==> src/hdl/tpf_pkg.sv <==
package tpf_pkg;

   localparam int MAX_PACKET_BYTES = 65535;
   localparam int PosWidth = $clog2(MAX_PACKET_BYTES + 1);

   localparam int HdrWidth = 6;
   localparam int StartWidth = HdrWidth + 1;

   localparam logic [7:0] TcpProto = 8'd6;
   localparam int ProtocolPos = 9;
   localparam int DataOffsetPos = 12;
   localparam logic [HdrWidth-1:0] MinTcpHeaderBytes = HdrWidth'(20);
   localparam int ShortSlack = 4;
   localparam logic [31:0] HttpWord = 32'h4854_5450;

   typedef enum logic [1:0] {
      REASON_NOT_TCP  = 2'd0,
      REASON_SHORT    = 2'd1,
      REASON_NO_MATCH = 2'd2,
      REASON_HTTP     = 2'd3
   } reason_type;

   typedef struct packed {
      logic       drop;
      reason_type reason;
   } verdict_type;

endpackage

==> src/hdl/tpf_req_if.sv <==
interface tpf_req_if;
   logic       valid;
   logic       ready;
   logic [7:0] packet_byte;
   logic       last_byte;

   modport source (output valid, output packet_byte, output last_byte, input ready);
   modport sink (input valid, input packet_byte, input last_byte, output ready);
endinterface

==> src/hdl/tpf_rsp_if.sv <==
interface tpf_rsp_if;
   logic       valid;
   logic       ready;
   logic       drop;
   logic [1:0] reason_code;

   modport source (output valid, output drop, output reason_code, input ready);
   modport sink (input valid, input drop, input reason_code, output ready);
endinterface

==> src/hdl/tpf_scan.sv <==
module tpf_scan (
   input  logic                clock,
   input  logic                reset,
   input  logic                step,
   input  logic [7:0]          packet_byte,
   input  logic                last_byte,
   output tpf_pkg::verdict_type verdict
);
   import tpf_pkg::*;

   localparam logic [PosWidth-1:0] MaxPos = PosWidth'(MAX_PACKET_BYTES);

   logic [PosWidth-1:0]   pos_ff, pos_in, pos_next;
   logic [HdrWidth-1:0]   ihb_ff, ihb_in, ihb_next;
   logic [HdrWidth-1:0]   thb_ff, thb_in, thb_next;
   logic                  tcp_ff, tcp_in, tcp_next;
   logic [23:0]           recent_ff, recent_in, recent_next;
   logic                  match_ff, match_in, match_next;
   logic                  zero_ff, zero_in, zero_next;
   logic [HdrWidth-1:0]   doff_bytes;
   logic [StartWidth-1:0] start_next;
   logic [StartWidth:0]   short_limit;
   logic                  in_payload;

   function automatic logic [StartWidth-1:0] payload_start(
      input logic [HdrWidth-1:0] ihb,
      input logic [HdrWidth-1:0] thb
   );
      logic [HdrWidth-1:0] tcp_len;
      tcp_len = (thb < MinTcpHeaderBytes) ? MinTcpHeaderBytes : thb;
      return StartWidth'(ihb) + StartWidth'(tcp_len);
   endfunction

   always_comb begin
      pos_next    = pos_ff;
      ihb_next    = ihb_ff;
      thb_next    = thb_ff;
      tcp_next    = tcp_ff;
      recent_next = recent_ff;
      match_next  = match_ff;
      zero_next   = zero_ff;
      doff_bytes  = {packet_byte[7:4], 2'b00};
      in_payload  = 1'b0;
      if (pos_ff < MaxPos) begin
         if (pos_ff == '0) begin
            ihb_next = {packet_byte[3:0], 2'b00};
         end
         if (pos_ff == PosWidth'(ProtocolPos)) begin
            tcp_next = (packet_byte == TcpProto);
         end
         if (pos_ff == PosWidth'(ihb_next) + PosWidth'(DataOffsetPos)) begin
            thb_next = (doff_bytes < MinTcpHeaderBytes) ? MinTcpHeaderBytes : doff_bytes;
         end
         in_payload = (thb_next != '0) && !zero_ff &&
                      (pos_ff >= PosWidth'(payload_start(ihb_next, thb_next)));
         if (in_payload) begin
            if (packet_byte == 8'd0) begin
               zero_next = 1'b1;
            end else begin
               if ({recent_ff, packet_byte} == HttpWord) begin
                  match_next = 1'b1;
               end
               recent_next = {recent_ff[15:0], packet_byte};
            end
         end
         pos_next = pos_ff + PosWidth'(1);
      end

      // verdict is taken from the state after this byte
      start_next  = payload_start(ihb_next, thb_next);
      short_limit = (StartWidth + 1)'(start_next) + (StartWidth + 1)'(ShortSlack);
      verdict.drop = 1'b0;
      if (!tcp_next) begin
         verdict.reason = REASON_NOT_TCP;
      end else if (pos_next <= PosWidth'(short_limit)) begin
         verdict.reason = REASON_SHORT;
      end else if (match_next) begin
         verdict.reason = REASON_HTTP;
         verdict.drop   = 1'b1;
      end else begin
         verdict.reason = REASON_NO_MATCH;
      end

      // back to a clean state after every verdict
      if (last_byte) begin
         pos_in    = '0;
         ihb_in    = '0;
         thb_in    = '0;
         tcp_in    = 1'b0;
         recent_in = '0;
         match_in  = 1'b0;
         zero_in   = 1'b0;
      end else begin
         pos_in    = pos_next;
         ihb_in    = ihb_next;
         thb_in    = thb_next;
         tcp_in    = tcp_next;
         recent_in = recent_next;
         match_in  = match_next;
         zero_in   = zero_next;
      end
   end

   always_ff @(posedge clock) begin
      if (reset) begin
         pos_ff    <= '0;
         ihb_ff    <= '0;
         thb_ff    <= '0;
         tcp_ff    <= 1'b0;
         recent_ff <= '0;
         match_ff  <= 1'b0;
         zero_ff   <= 1'b0;
      end else if (step) begin
         pos_ff    <= pos_in;
         ihb_ff    <= ihb_in;
         thb_ff    <= thb_in;
         tcp_ff    <= tcp_in;
         recent_ff <= recent_in;
         match_ff  <= match_in;
         zero_ff   <= zero_in;
      end
   end

   assert property (@(posedge clock) disable iff (reset)
      (thb_ff == '0) || (thb_ff >= MinTcpHeaderBytes))
      else $error("captured tcp header length below minimum");

   assert property (@(posedge clock) disable iff (reset)
      match_ff |-> tcp_ff || (pos_ff > PosWidth'(ProtocolPos)))
      else $error("match recorded before protocol byte");

   assert property (@(posedge clock) disable iff (reset)
      zero_ff |-> (thb_ff != '0))
      else $error("payload scan stopped before the tcp header was captured");

endmodule

==> src/hdl/tcp_payload_http_drop_filter.sv <==
// a verdict is registered into the result slot when the final byte leaves the input register
// throughput: one packet byte per cycle; every byte passes once through the scan logic
// between the input register and the state/result registers; only a final byte waits,
// and only while the previous verdict has not been taken
// reset: synchronous, active high; clears the byte count, header capture, match state
// and both valid flags, so the first byte after reset starts a new packet
module tcp_payload_http_drop_filter (
   input logic      clock,
   input logic      reset,
   tpf_req_if.sink  req_if,
   tpf_rsp_if.source rsp_if
);
   import tpf_pkg::*;

   logic        in_valid_ff, in_valid_in;
   logic [7:0]  in_byte_ff;
   logic        in_last_ff;
   logic        rsp_valid_ff, rsp_valid_in;
   verdict_type rsp_verdict_ff;
   verdict_type verdict;
   logic        advance;

   // a non-final byte never needs the result slot
   assign advance = in_valid_ff && (!in_last_ff || !rsp_valid_ff || rsp_if.ready);
   assign req_if.ready = !in_valid_ff || advance;

   always_comb begin
      in_valid_in = in_valid_ff;
      if (req_if.ready) begin
         in_valid_in = req_if.valid;
      end
      rsp_valid_in = rsp_valid_ff;
      if (advance && in_last_ff) begin
         rsp_valid_in = 1'b1;
      end else if (rsp_if.ready) begin
         rsp_valid_in = 1'b0;
      end
   end

   tpf_scan u_scan (
      .clock       (clock),
      .reset       (reset),
      .step        (advance),
      .packet_byte (in_byte_ff),
      .last_byte   (in_last_ff),
      .verdict     (verdict)
   );

   always_ff @(posedge clock) begin
      if (reset) begin
         in_valid_ff  <= 1'b0;
         rsp_valid_ff <= 1'b0;
      end else begin
         in_valid_ff  <= in_valid_in;
         rsp_valid_ff <= rsp_valid_in;
      end
   end

   always_ff @(posedge clock) begin
      if (req_if.valid && req_if.ready) begin
         in_byte_ff <= req_if.packet_byte;
         in_last_ff <= req_if.last_byte;
      end
      if (advance && in_last_ff) begin
         rsp_verdict_ff <= verdict;
      end
   end

   assign rsp_if.valid       = rsp_valid_ff;
   assign rsp_if.drop        = rsp_verdict_ff.drop;
   assign rsp_if.reason_code = rsp_verdict_ff.reason;

   assert property (@(posedge clock) disable iff (reset)
      $rose(rsp_valid_ff) |-> $past(in_valid_ff && in_last_ff))
      else $error("verdict raised without a final byte");

   assert property (@(posedge clock) disable iff (reset)
      rsp_valid_ff |-> (rsp_verdict_ff.drop == (rsp_verdict_ff.reason == REASON_HTTP)))
      else $error("drop flag disagrees with reason");

   assert property (@(posedge clock) disable iff (reset)
      (in_valid_ff && !advance) |=> in_valid_ff && $stable(in_byte_ff) && $stable(in_last_ff))
      else $error("held request lost from input register");

   assert property (@(posedge clock) disable iff (reset)
      (advance && in_last_ff) |-> (!rsp_valid_ff || rsp_if.ready))
      else $error("verdict would overwrite a pending result");

endmodule

==> src/flat_wrapper.sv <==
// flat-port wrapper written by rule: the top's interface ports become plain ports
module tcp_payload_http_drop_filter_flat import tpf_pkg::*;
  (clock, reset, req_if_valid, req_if_packet_byte, req_if_last_byte, req_if_ready, rsp_if_valid, rsp_if_drop, rsp_if_reason_code, rsp_if_ready);
  tpf_req_if req_if_i ();
  tpf_rsp_if rsp_if_i ();
  input logic clock;
  input logic reset;
  input wire logic [$bits(req_if_i.valid)-1:0] req_if_valid;
  input wire logic [$bits(req_if_i.packet_byte)-1:0] req_if_packet_byte;
  input wire logic [$bits(req_if_i.last_byte)-1:0] req_if_last_byte;
  output wire logic [$bits(req_if_i.ready)-1:0] req_if_ready;
  output wire logic [$bits(rsp_if_i.valid)-1:0] rsp_if_valid;
  output wire logic [$bits(rsp_if_i.drop)-1:0] rsp_if_drop;
  output wire logic [$bits(rsp_if_i.reason_code)-1:0] rsp_if_reason_code;
  input wire logic [$bits(rsp_if_i.ready)-1:0] rsp_if_ready;
  assign req_if_i.valid = req_if_valid;
  assign req_if_i.packet_byte = req_if_packet_byte;
  assign req_if_i.last_byte = req_if_last_byte;
  assign req_if_ready = req_if_i.ready;
  assign rsp_if_valid = rsp_if_i.valid;
  assign rsp_if_drop = rsp_if_i.drop;
  assign rsp_if_reason_code = rsp_if_i.reason_code;
  assign rsp_if_i.ready = rsp_if_ready;
  tcp_payload_http_drop_filter u_core (.clock(clock), .reset(reset), .req_if(req_if_i), .rsp_if(rsp_if_i));
endmodule
==> config.mk <==
export PLATFORM = sky130hd
export DESIGN_NAME = tcp_payload_http_drop_filter_flat
export DESIGN_NICKNAME = d
export VERILOG_FILES = /design/src/hdl/tpf_pkg.sv /design/src/hdl/tpf_req_if.sv /design/src/hdl/tpf_rsp_if.sv /design/src/hdl/tpf_scan.sv /design/src/hdl/tcp_payload_http_drop_filter.sv /design/src/flat_wrapper.sv
export SDC_FILE = /design/constraint.sdc
export NUM_CORES = 1
export LEC_CHECK = 0
export ABC_AREA = 1
export BUFFER_PORTS_ARGS = -buffer_cell sky130_fd_sc_hd__buf_4
export CORE_MARGIN = 5
export CORE_UTILIZATION = 45
export CTS_BUF_LIST = sky130_fd_sc_hd__clkbuf_8
export CTS_CLUSTER_DIAMETER = 100
export DETAILED_ROUTE_END_ITERATION = 8
export PLACE_DENSITY = 0.64
export RECOVER_POWER = 100
export SLEW_MARGIN = 0
export SYNTH_ARGS = -nofsm -noshare
export SYNTH_HDL_FRONTEND = slang
export SYNTH_HIERARCHICAL = 1
export SYNTH_SLANG_ARGS = --single-unit
==> constraint.sdc <==
create_clock -name clock -period 13.1 [get_ports clock]
set_input_delay 1.965 -clock clock [delete_from_list [all_inputs] [get_ports clock]]
set_output_delay 1.965 -clock clock [all_outputs]
set_load 0.1 [all_outputs]
# Word level (Yosys, flattened, before mapping)
# Index checks and enable logic that the tools add are counted.
# word_totals
elab_cells	87
output_inout_bits	5
reg_bits	69
# op_classes
reduce_logical	22
order_cmp	6
n_mux	34
eq_ne	5
bitwise_logic	1
add_sub_neg	5
# ops
operator	count
two-way mux 24 bit	4
two-way mux 6 bit	11
equality test 32 x 31 -> 1 bit, second input constant	1
two-way mux 16 bit	2
less-than comparator 6 x 5 -> 1 bit, second input constant	3
two-way mux 1 bit	17
adder 16 x 1 -> 16 bit, second input constant	1
equality test 16 x 4 -> 1 bit, second input constant	1
equality test 16 x 7 -> 1 bit	1
>= comparator 16 x 7 -> 1 bit	1
less-or-equal comparator 16 x 8 -> 1 bit	1
zero test 16 bit	1
less-than comparator 16 bit, second input constant	1
adder 6 x 6 -> 7 bit	2
adder 7 x 3 -> 8 bit, second input constant	1
equality test 8 x 3 -> 1 bit, second input constant	1
zero test 8 bit	1
AND reduction 4 bit	2
nonzero test 2 bit	4
adder 6 x 4 -> 7 bit, second input constant	1
nonzero test 6 bit	1
logical AND 1 bit	5
zero test 1 bit	4
logical OR 1 bit	3
3 further kinds	3

# Depth between registers and ports, before layout
# depth
depth_word	16
ltp_mapped	44
ltp_nobuf	43

# Modules after synthesis
# Netlist, hierarchy kept.
# by_module_without_submodules
mod	n_inst	cells_per_inst	seq_area_each_um2	area_per_inst_um2
tpf_scan	1	614	1101.1	4326.6
tcp_payload_http_drop_filter	1	30	400.4	479.2

# Worst setup path before layout
# Ideal clock, no wire load.
# synth_timing
path_kind	register to register
from	register u_core.u_scan.pos_ff[0]
to	register u_core.rsp_verdict_ff, in the netlist u_core/rsp_if.reason_code[0], data pin
path_slack_ns	8.041
t_required_ns	12.851
arrival_time_ns	4.810
path_buffers	0
stages_incl_launch_ff	37
setup_ns	0.249
path_cell_list	dfxtp_1 inv_1 ha_1 nand2_2 nor2_8 nand2_4 nand2_1 nand2_2 ha_1 xnor2_1 nor2_1 nand2_1 inv_1 nand2_2 nor2_4 nand2_4 nand2_2 nand2_2 inv_2 nand2_2 nand2_1 nand2_1 inv_1 nor2_1 ha_1 ha_1 fa_1 a21o_1 a21oi_1 xor2_1 ha_1 nand4_1 o221a_2 o211ai_1 nand2_1 nand2_1 inv_1
# synth_via
elab_chain_len	16
elab_cells_between_ends	31
# synth_lines
item	line	text
start, declared	tpf_scan.sv:13	logic [PosWidth-1:0] pos_ff, pos_in, pos_next;
start signal, assigned	tpf_scan.sv:114	pos_ff <= pos_in;
branches (longest 16 deep; another with adder 7 x 3 -> 8 bit)	-	
end signal, assigned	tcp_payload_http_drop_filter.sv:65	rsp_verdict_ff <= verdict;
end, declared	tcp_payload_http_drop_filter.sv:19	verdict_type rsp_verdict_ff;
# Parallel ways; which one is timed is not known. The select of a mux whose other input is x is not followed.
# A chain may end at the register's enable or synchronous reset.

# Worst setup path after layout
# layout_timing
from	register u_core.u_scan.pos_ff[0]
to	register u_core.u_scan.recent_ff[2]
# layout_via
elab_chain_len	14
elab_cells_between_ends	18
# layout_lines
item	line	text
zero test 16 bit	tpf_scan.sv:45	if (pos_ff == '0) begin
two-way mux 6 bit	tpf_scan.sv:45	
two-way mux 6 bit	tpf_scan.sv:44	if (pos_ff < MaxPos) begin
adder 6 x 4 -> 7 bit	tpf_scan.sv:51	if (pos_ff == PosWidth'(ihb_next) + PosWidth'(DataOffsetPos)) begin
equality test 16 x 7 -> 1 bit	tpf_scan.sv:51	
two-way mux 6 bit	tpf_scan.sv:51	
two-way mux 6 bit	tpf_scan.sv:44	
less-than comparator 6 x 5 -> 1 bit	tpf_scan.sv:30	tcp_len = (thb < MinTcpHeaderBytes) ? MinTcpHeaderBytes : thb;
two-way mux 6 bit	tpf_scan.sv:30	
adder 6 x 6 -> 7 bit	tpf_scan.sv:31	return StartWidth'(ihb) + StartWidth'(tcp_len);
>= comparator 16 x 7 -> 1 bit	tpf_scan.sv:55	(pos_ff >= PosWidth'(payload_start(ihb_next, thb_next)));
logical AND 1 bit	tpf_scan.sv:54	in_payload = (thb_next != '0) && !zero_ff &&
nonzero test 2 bit (no source line)	-	
AND reduction 4 bit (no source line) (*)	-	
end signal, assigned	tpf_scan.sv:118	recent_ff <= recent_in;
end, declared	tpf_scan.sv:17	logic [23:0] recent_ff, recent_in, recent_next;
# Mark *: on every way between the ends. The rest lies on a longest branch, timed or not. The select of a mux whose other input is x is not followed.

==> impl_metrics.yaml <==
run_status:
  status: "finished, violations left"
  violations: "max-capacitance violations, max-slew violations"
die:
  die_w_um: 113
  row_count: 37
  start_util_pct: 46.3
  io_pins: 18
  dieArea_um2: 12800
  die_h_um: 113
  core_area_um2: 10400
setup_path:
  crit_type: "reg2reg"
  crit_fanout: 27
  arrival_ns: 8.75
  cp_num_buf_inv: 7
  slowest_stage: "nand3_1"
  cp_common_cell: "nand2_1"
  critPathLaunchType: "flip-flop"
  r2r-start: "u_core/u_scan/pos_ff[0]"
  endpoint_kind: "flip-flop"
  crit_start: "u_core/u_scan/pos_ff[0]"
  crit_required_ns: 13.23
  crit_family: "simple AND/OR/NAND/NOR gates"
  slowest_delay_ns: 1.15
pwr:
  p_sw_uw: 149
  internal_power_uw: 316
  ir_worst_vdd_mv: 0.0805
  seqPwrFrac_pct: 48.0
  power.share.switching_pct: 32.0
  p_leak_uw: 0.00214
  power_density_nw_per_um2: 93.1
  clkPwrFrac_pct: 36.6
  pwr-share-comb_pct: 15.4
yosys:
  synth-xor-area-share_pct: 2.92
  synthesis.nets: 694
  yosysWarnings: 6
  synth_top_family_by_area: "simple AND/OR/NAND/NOR gates"
  synthDistinctLibCells: 45
  ys.flop_type: "dfxtp_1"
  syn_area_um2: 4810
  synthCells: 644
  synth-compound-area-share_pct: 12.0
  muxShareOfSynthArea_pct: 0
  ys_ff_latch: 69
  avgSynthCellArea_um2: 7.46
  synth-adder-area-share_pct: 9.95
  synth_edf_count: 12
  async_flop_share_pct: 0
  synth-simple-area-share_pct: 34.4
  yosysSeqAreaShare_pct: 31.2
place:
  post-place-ws_ns: 7.23
  io_buffers: 17
  dp_hpwl_mm: 7.95
  place_area_um2: 4980
  place.gp.congestion: 0.909
detailed_routing:
  vias_per_cell: 5.27
  drc: 0
  ant_nets: 0
  drtIter0Drc: 299
  drt_first_pass_iters: 6
  wirelength_mm: 11.0
  wire_per_inst_um: 13.9
  vias: 4181
global_route:
  track_usage_pct: 18.0
  antenna_found_initial: 0
  gr-total-overflow: 0
  grt_pass1_vias: 3946
  grt_max_degree: 53
  grt_pass1_wl_mm: 18.9
cts:
  hold_buffers: 0
  cts_buffers: 9
  cts.sinks: 69
  cts_setup_buffers: 0
  worstSkewPairLatency_ns: 0.36
  h-tree-depth: 3
  ctsLongestPathBuffers: 2
  root_buffer: "clkbuf_8"
  clkTransAtPathRegs_ns: 0.09
  cts.repair.resized: 0
  cts_tree: "done"
job:
  max_cap_violations: 1
cells_and_area:
  nets: 702
  layout_commonest_cell: "nand2_1"
  area_delta_synth_final_pct: 3.91
  finalCoreUtilization_pct: 48.2
  most-common-layout-cells: "nand2_1, inv_1, a21oi_1"
  n_antenna_cell: 0
  fin_area_um2: 4990
  drive_above_1_share_pct: 13.9
  fillers: 1066
sta:
  setup_viol: 0
  rsz0062_at_grt: "no"
  maxSlewViolCount: 53
  clock_skew_ns: 0.0132
  period_needed_ns: 8.63
  tightestPinTransition_ns: 2.53
  fin_crit_sh_pct: 65.8
  whs_ns: 0.458
  setup_ws_ns: 4.47
  finalHoldViolations: 0
  slew_headroom_pct: -68.9
  fmax_mhz: 116
  setup_tns_ns: 0
hold_path:
  worstHoldStart: "u_core/u_scan/ihb_ff[1]"
  hp-class: "reg2reg"
==> Yosys cell counts (3+ instances only) <==
library cell    n  area [um^2]
inv_2           3         11.3
nor4_1          5         31.3
nand3_1        31          155
buf_6           3         33.8
nand2_1       142          533
nor2_2          6         37.5
inv_1          77          289
xor2_1         10         87.6
nand3_2         4         40.0
nor2_1         43          161
nor3_1          6         30.0
xnor2_1         6         52.6
o21ai_0        12         60.1
dfxtp_1        57         1140
clkbuf_1       16         60.1
a21oi_2        21          184
edfxtp_1       12          360
o21a_1          3         22.5
a21oi_1        43          215
nand2_4         6         67.6
nand4_1        36          225
ha_1           35          438
nand2_2        38          238
==> metrics by stage <==
stage,total power [uW],std cells
after floorplan,287,644
after global placement,302,777
after detailed placement,303,777
after CTS,475,793
after global routing,491,793
final,465,793
==> routing by layer <==
layer | routed length, um | vias to the layer above | global-route usage, %
met2 | 4890 | 91 | 27.7
met4 | 193 | 0 | 7.37
li1 | - | 2139 | -
met3 | 489 | 13 | 2.30
met5 | 0 | - | 0
met1 | 5460 | 1938 | 25.5
==> tightest hold or removal path: cells and delay by family, from the launching register on <==
kind / cells / cell delay (ns)
flops: 1 / 0.33
simple gates: 2 / 0.10
==> cells by family (layout without fill, tap and decap cells) <==
family	count (synthesis)	in the layout
AND/OR/NAND/NOR	329	329
buffers and inverters	104	117
AO/OA/AOI/OAI	89	89
flip-flops	69	69
adder cells (fa/ha/maj)	37	37
XOR/XNOR	16	16
==> power groups by stage <==
stage | sequential [uW] | clock [uW] | combinational, uW
after floorplan | 229 | 0 | 57.2
after global placement | 228 | 0 | 73.7
after detailed placement | 228 | 0 | 75.3
after CTS | 223 | 176 | 75.8
after global routing | 224 | 187 | 81.3
final | 223 | 170 | 71.6
==> sequential cells by signal, summed over array words and instances (netlist names), 2 cells and up <==
name / flops
u_core/in_byte_ff: 8
u_core/rsp_if.reason_code: 2
u_core/u_scan/ihb_ff: 6
u_core/u_scan/pos_ff: 16
u_core/u_scan/recent_ff: 24
u_core/u_scan/thb_ff: 6
==> area by class of cell <==
cell class | count | area [um^2] | area share (%)
Multi-Input combinational cell | 471 | 2710 | 54.2
Tap cell | 136 | 170 | 3.41
Inverter | 81 | 304 | 6.09
Sequential cell | 69 | 1500 | 30.1
Clock inverter | 7 | 61.3 | 1.23
Timing Repair Buffer | 20 | 128 | 2.56
Clock buffer | 9 | 124 | 2.48
==> path summary, 6_finish.rpt <==
kind	to	slack (ns)	depth (start not counted)
max	u_core/u_scan/recent_ff[2]	4.47	40
min	u_core/u_scan/ihb_ff[1]	0.46	2
max reg2reg	u_core/u_scan/recent_ff[2]	4.47	40
min reg2reg	u_core/u_scan/ihb_ff[1]	0.46	2
No activity file was read; power rests on OpenSTA's default activity.
